$ cat src/rtl/ilir_pkg.sv
`default_nettype none
package ilir_pkg;

	localparam int CAPACITY   = 16;
	localparam int DATA_WIDTH = 8;
	localparam int IDX_W      = $clog2(CAPACITY);
	localparam int CNT_W      = $clog2(CAPACITY + 1);

	localparam logic [1:0] MODE_APPEND = 2'd0;
	localparam logic [1:0] MODE_INSERT = 2'd1;
	localparam logic [1:0] MODE_REMOVE = 2'd2;
	localparam logic [1:0] MODE_READ   = 2'd3;

	localparam logic [1:0] ST_OK    = 2'd0;
	localparam logic [1:0] ST_FULL  = 2'd1;
	localparam logic [1:0] ST_RANGE = 2'd2;
	localparam logic [1:0] ST_EMPTY = 2'd3;

	localparam logic [1:0] CELL_HOLD = 2'd0;
	localparam logic [1:0] CELL_INS  = 2'd1;
	localparam logic [1:0] CELL_DEL  = 2'd2;

	typedef struct packed {
		logic [1:0]            mode;
		logic [DATA_WIDTH-1:0] element;
		logic [IDX_W-1:0]      position;
	} req_t;

	typedef struct packed {
		logic [1:0]            status;
		logic [DATA_WIDTH-1:0] read_value;
		logic [CNT_W-1:0]      fill_count;
	} rsp_t;

	typedef struct packed {
		logic [1:0]            op;
		logic [IDX_W-1:0]      idx;
		logic [DATA_WIDTH-1:0] element;
	} cell_ctl_t;

endpackage
`default_nettype wire

$ cat src/rtl/ilir_cell.sv
`default_nettype none
module ilir_cell
	import ilir_pkg::*;
(
	input  wire logic                  clk,
	input  wire logic [IDX_W-1:0]      index,
	input  wire cell_ctl_t             ctl,
	input  wire logic [DATA_WIDTH-1:0] left,
	input  wire logic [DATA_WIDTH-1:0] right,
	output logic      [DATA_WIDTH-1:0] data
);

	logic [DATA_WIDTH-1:0] data_q;
	logic [DATA_WIDTH-1:0] data_d;

	always_comb begin
		data_d = data_q;
		case (ctl.op)
			CELL_INS: begin
				if (index > ctl.idx)
					data_d = left;
				else if (index == ctl.idx)
					data_d = ctl.element;
			end
			CELL_DEL: begin
				if (index >= ctl.idx)
					data_d = right;
			end
			default: data_d = data_q;
		endcase
	end

	always_ff @(posedge clk) begin
		data_q <= data_d;
	end

	assign data = data_q;

endmodule
`default_nettype wire

$ cat src/rtl/indexed_list_insert_remove_core.sv
`default_nettype none
// Ordered list of up to CAPACITY elements held in a row of cells, one element per cell.
// Each request (append, insert at position, remove at position, read at position) gives
// exactly one response with status, read data and the count after the request. An item
// is taken every cycle unless the output backs up; every cell picks its own value, its
// left or right neighbor's, or the new element, so the whole shift is done at once. The
// response sits in a single output register, valid the cycle after acceptance;
// a new item goes in when it is empty or is taken in the same cycle. Cells are not reset.
module indexed_list_insert_remove_core
	import ilir_pkg::*;
(
	input  wire logic clk,
	input  wire logic arst_n,
	input  wire logic req_valid,
	output logic      req_ready,
	input  wire req_t req,
	output logic      rsp_valid,
	input  wire logic rsp_ready,
	output rsp_t      rsp
);

	logic [CNT_W-1:0]      count_q;
	logic [CNT_W-1:0]      count_d;
	logic                  rsp_valid_q;
	rsp_t                  rsp_q;
	rsp_t                  rsp_d;
	cell_ctl_t             ctl;
	logic [DATA_WIDTH-1:0] slot [CAPACITY];
	logic                  accept;
	logic [IDX_W-1:0]      at;

	assign req_ready = !rsp_valid_q || rsp_ready;
	assign accept    = req_valid && req_ready;
	assign at        = (req.mode == MODE_APPEND) ? count_q[IDX_W-1:0] : req.position;

	always_comb begin
		count_d         = count_q;
		ctl.op          = CELL_HOLD;
		ctl.idx         = at;
		ctl.element     = req.element;
		rsp_d.status    = ST_OK;
		rsp_d.read_value = '0;
		unique case (req.mode)
			MODE_APPEND, MODE_INSERT: begin
				if (count_q == CNT_W'(CAPACITY))
					rsp_d.status = ST_FULL;
				else if ({1'b0, at} > count_q)
					rsp_d.status = ST_RANGE;
				else begin
					ctl.op  = CELL_INS;
					count_d = count_q + 1'b1;
				end
			end
			MODE_REMOVE, MODE_READ: begin
				if (count_q == '0)
					rsp_d.status = ST_EMPTY;
				else if ({1'b0, req.position} >= count_q)
					rsp_d.status = ST_RANGE;
				else if (req.mode == MODE_READ)
					rsp_d.read_value = slot[req.position];
				else begin
					ctl.op  = CELL_DEL;
					count_d = count_q - 1'b1;
				end
			end
			default: rsp_d.status = ST_OK;
		endcase
		if (!accept)
			ctl.op = CELL_HOLD;
		rsp_d.fill_count = count_d;
	end

	for (genvar g = 0; g < CAPACITY; g++) begin : g_cell
		logic [DATA_WIDTH-1:0] left_data;
		logic [DATA_WIDTH-1:0] right_data;
		if (g == 0) begin : g_first
			assign left_data = '0;
		end else begin : g_mid_l
			assign left_data = slot[g-1];
		end
		if (g == CAPACITY - 1) begin : g_last
			assign right_data = '0;
		end else begin : g_mid_r
			assign right_data = slot[g+1];
		end
		ilir_cell u_cell (
			.clk   (clk),
			.index (IDX_W'(g)),
			.ctl   (ctl),
			.left  (left_data),
			.right (right_data),
			.data  (slot[g])
		);
	end

	always_ff @(posedge clk or negedge arst_n) begin
		if (!arst_n) begin
			count_q     <= '0;
			rsp_valid_q <= 1'b0;
		end else begin
			if (accept) begin
				count_q     <= count_d;
				rsp_valid_q <= 1'b1;
			end else if (rsp_ready) begin
				rsp_valid_q <= 1'b0;
			end
		end
	end

	always_ff @(posedge clk) begin
		if (accept)
			rsp_q <= rsp_d;
	end

	assign rsp_valid = rsp_valid_q;
	assign rsp       = rsp_q;

`ifndef SYNTHESIS
	a_count_bound: assert property (@(posedge clk) disable iff (!arst_n)
		count_q <= CNT_W'(CAPACITY))
		else $error("count above capacity");

	a_accept_valid: assert property (@(posedge clk) disable iff (!arst_n)
		accept |=> rsp_valid_q)
		else $error("accepted item without response");

	a_count_match: assert property (@(posedge clk) disable iff (!arst_n)
		rsp_valid_q |-> rsp_q.fill_count == count_q)
		else $error("response count differs from held count");

	a_read_zero: assert property (@(posedge clk) disable iff (!arst_n)
		(rsp_valid_q && rsp_q.status != ST_OK) |-> rsp_q.read_value == '0)
		else $error("read data on failed item");

	a_count_hold: assert property (@(posedge clk) disable iff (!arst_n)
		!accept |=> $stable(count_q))
		else $error("count changed without item");
`endif

endmodule
`default_nettype wire

$ cat config.mk
export PLATFORM = sky130hd
export DESIGN_NAME = indexed_list_insert_remove_core
export DESIGN_NICKNAME = d
export VERILOG_FILES = /design/src/rtl/ilir_pkg.sv /design/src/rtl/ilir_cell.sv /design/src/rtl/indexed_list_insert_remove_core.sv
export SDC_FILE = /design/constraint.sdc
export NUM_CORES = 1
export LEC_CHECK = 0
export BUFFER_PORTS_ARGS = -buffer_cell sky130_fd_sc_hd__buf_2
export CAP_MARGIN = 20
export CORE_AREA = 5 5 129 131
export CTS_CLUSTER_DIAMETER = 40
export DETAILED_ROUTE_END_ITERATION = 16
export DIE_AREA = 0 0 134 136
export PLACE_DENSITY = 0.79
export SLEW_MARGIN = 30
export SYNTH_ARGS = -nofsm -noshare
export SYNTH_HDL_FRONTEND = slang
export SYNTH_SLANG_ARGS = --single-unit
$ cat constraint.sdc
create_clock -name clk -period 7.49 [get_ports clk]
set_clock_uncertainty 0.15 [all_clocks]
set_input_delay 1.1235 -clock clk [delete_from_list [all_inputs] [get_ports clk]]
set_output_delay 1.1235 -clock clk [all_outputs]
set_load 0.005 [all_outputs]
==> key figures <==
Outcome
  • Status: complete, no violations

Global route
  • First-pass GRT wire length: ~35000 microns
  • Vias in the first global route: between 6000 and 7000
  • Largest net degree at the start of global routing: about 100
  • Remaining Overflow, GRT: 0
  • Overall Global Routing Usage: 0.2530
  • Met3 Track Usage GR: 0.05514
  • Initial antenna violation count: 2
  • Met2 Track Usage GR: 0.3967
  • GR peak layer: met2
  • GR Layer Usage met1: 0.3574

Floorplan
  • Full die area: between 15000 and 20000 sq um
  • Row count: between 40 and 50
  • Initial core utilization: 0.5836
  • Die height: 136 microns
  • I/O Pins: 35
  • Core Area: ~15000 sq um
  • Die Width: between 100 and 150 microns

Clock network
  • CTS max path bufs: 2
  • Worst-skew pair later-pin latency: between 0.4 and 0.5 ns
  • CTS Buf Count: 17
  • Post-CTS resize count: 0
  • Clk sink count: ~150
  • Clock Tree Root: clkbuf_16
  • Clock transition at path regs: 0.06 ns
  • CTS Hold Bufs: 0
  • H-tree depth: 4
  • TritonCTS clock tree: yes
  • Post-CTS Setup Bufs: 0

Synthesis
  • Number of synthesized flops with an enable pin: ~140
  • Async set-reset flop share out of synthesis: 0.04027
  • Synth Area per Inst: about 12 sq um
  • Seq cells post-synth: 149
  • Distinct cells, synth: 54
  • Most used DFF post-synth: edfxtp_1
  • Sequential cell area fraction in the yosys report: 0.4918
  • Mapped Nets: between 800 and 900
  • Synthesized area: about 9000 sq um
  • Synthesized instance count: between 700 and 800
  • Synth Warn #: 0

Cells and area
  • P&R area growth vs syn: 9.111%
  • Layout Cells excl Fill: just under 1000
  • Multi-input logic area: approximately 4200 sq um
  • Most common cell after layout, fill and taps aside: edfxtp_1
  • Most frequent cells in the layout: edfxtp_1, mux2i_1, nand2_1
  • Reg area: 4444 sq um
  • Share of layout cells above drive strength 1: 0.1787
  • Nets@finish: 806
  • Filler Cell Count: roughly 1200
  • Antenna Cells: 0
  • Final design utilization: 0.6368

Place
  • Dpl ws: 1.239 ns
  • RD Place Congestion: 0.9186
  • Port buffer count: 34
  • Placed insts: approximately 950
  • Post-DP HPWL: 15490 microns

STA
  • Min Hold Slack: roughly 0.36 ns
  • Slew at the pin with the worst max-slew slack: between 0.9 and 1 ns
  • FMAX: ~170 MHz
  • # setup viols final: 0
  • Max-slew headroom: 0.3349
  • Endpoints failing hold: 0
  • Final min period: a little under 6 ns
  • Setup TNS: 0 ns
  • Final worst slack: 1.696 ns
  • RSZ-0062 raised after global routing: no
  • Fin. max-slew vios: 0
  • Period utilisation layout: 0.7735

Detailed routing
  • TritonRoute pass-1 iters: 6
  • Detailed Route WL: 22320 microns
  • Iter 0 DRT Violations: ~860
  • DRT antenna net count: 0
  • DR vias: roughly 6500
  • Wire per inst: roughly 23 microns
  • # DRC: 0
  • Vias/cell: between 6 and 7

Flow run
  • Max cap viols: 0

Setup path
  • Critical Path RT: ~7.4 ns
  • Crit-path cells: buf_2 > or2_1 > o21a_1 > inv_2 > ha_1 > o21ai_0 > a21oi_1 > o21ai_1 > nand3_1 > ha_4 > or2_2 > a21oi_1
  • CP endpoint kind: flop
  • Worst EP arrival: approximately 5.7 ns
  • Critical path launch point type: primary input
  • CP max stage cell: a21oi_1
  • Crit-path most repeated cell: a21oi_1
  • Setup CP Type: primary input to flop
  • WP buf/inv: 2
  • CP top delay family: compound AO/OA/AOI/OAI gates
  • Largest stage delay on the critical path: just over 0.8 ns
  • Crit path max fanout: 68

Power
  • Power per cell area: slightly above 300 nW/um^2
  • Lkg Pwr: roughly 3.6 nW
  • Max VDD drop: 0.0001741 V

Hold path
  • Hold Crit Class: primary input to asynchronous set/reset pin
==> logic make-up after synthesis <==
| family | count (synthesis) | synth area share |
|---|---|---|
| simple gates | 186 | 0.09180 |
| flops | 149 | 0.4918 |
| compound gates | 170 | 0.1030 |
| fa+ha+maj | 12 | 0.01662 |
| xor+xnor | 4 | 0.003877 |
| buf+inv | 82 | 0.04140 |
| mux | 176 | 0.2515 |
==> worst reg2reg max path: cells and delay by family (launching register included) <==
kind,cells,cell delay (ns)
AO/OA/AOI/OAI,5,2.00
AND/OR/NAND/NOR,2,0.79
adder cells (fa/ha/maj),2,0.77
buffers and inverters,2,0.49
flip-flops,1,0.47
==> state kept, by name, summed over array words and instances, names as in the netlist <==
signal and count:
count_q 5, rsp_valid 1, rsp 15, g_cell.u_cell.data 128
==> through the flow <==
step	cell area, sq um	total power, W
5_1_grt	9859	0.003143
3_5_place_dp	9216	0.002066
3_3_place_gp	9213	0.002025
4_1_cts	9853	0.002996
2_1_floorplan	9036	0.001829
6_report	9859	0.003011
==> final timing paths <==
check                                                     end  cells past startpoint                    from  slack, ns
hold reg to reg                         rsp_valid$_DFFE_PN0P_                      2   rsp_valid$_DFFE_PN0P_       0.38
max in group asynchronous              count_q[4]$_DFFE_PN0P_                      1                  arst_n       6.69
min in group clk                        rsp_valid$_DFFE_PN0P_                      2   rsp_valid$_DFFE_PN0P_       0.38
setup / recovery           g_cell[3].u_cell.data[0]$_DFFE_PP_                     12                 req[13]       1.70
setup reg to reg           g_cell[3].u_cell.data[0]$_DFFE_PP_                     11  count_q[3]$_DFFE_PN0P_       2.45
hold / removal                         count_q[1]$_DFFE_PN0P_                      1                  arst_n       0.36
==> layout make-up <==
cell class              count  area share
repair buffers             42     0.02335
well taps                 192     0.02437
inverters                  18    0.006853
clock inverters            14     0.02107
multi-input cells         548      0.4301
flip-flops and latches    149      0.4508
clock buffers              18     0.04353
==> cells in the mapped netlist, drive strengths merged (3+ instances only) <==
cell type | n | share of area
nor2 | 20 | 0.012
o21ai | 126 | 0.071
inv | 17 | 0.0071
dfrtp | 6 | 0.017
and2 | 3 | 0.0021
ha | 12 | 0.017
nand2b | 7 | 0.0048
nand3 | 5 | 0.0028
edfxtp | 143 | 0.48
mux2 | 8 | 0.010
nand2 | 126 | 0.053
buf | 27 | 0.019
o211ai | 3 | 0.0025
nor2b | 10 | 0.0069
or2 | 6 | 0.0042
mux4 | 39 | 0.097
xnor2 | 4 | 0.0039
mux2i | 129 | 0.14
a21oi | 20 | 0.012
o21a | 3 | 0.0025
clkbuf | 37 | 0.015
a31oi | 6 | 0.0042
==> metal layers <==
metal / vias up / share of wire / wire length (microns)
met5: - / 0.0013 / 28
met4: 4 / 0.021 / 465
met3: 51 / 0.093 / 2078
met2: 416 / 0.47 / 10580
met1: 3147 / 0.41 / 9170
li1: 2896 / - / -
==> where the power goes <==
group          switching (W)  leakage [nW]  total [W]  internal [W]
Clock               0.000343         0.310   0.000932      0.000589
Sequential          0.000146          1.40    0.00129       0.00114
Combinational       0.000463          1.88   0.000790      0.000326
(Power assumes the default switching activity.)
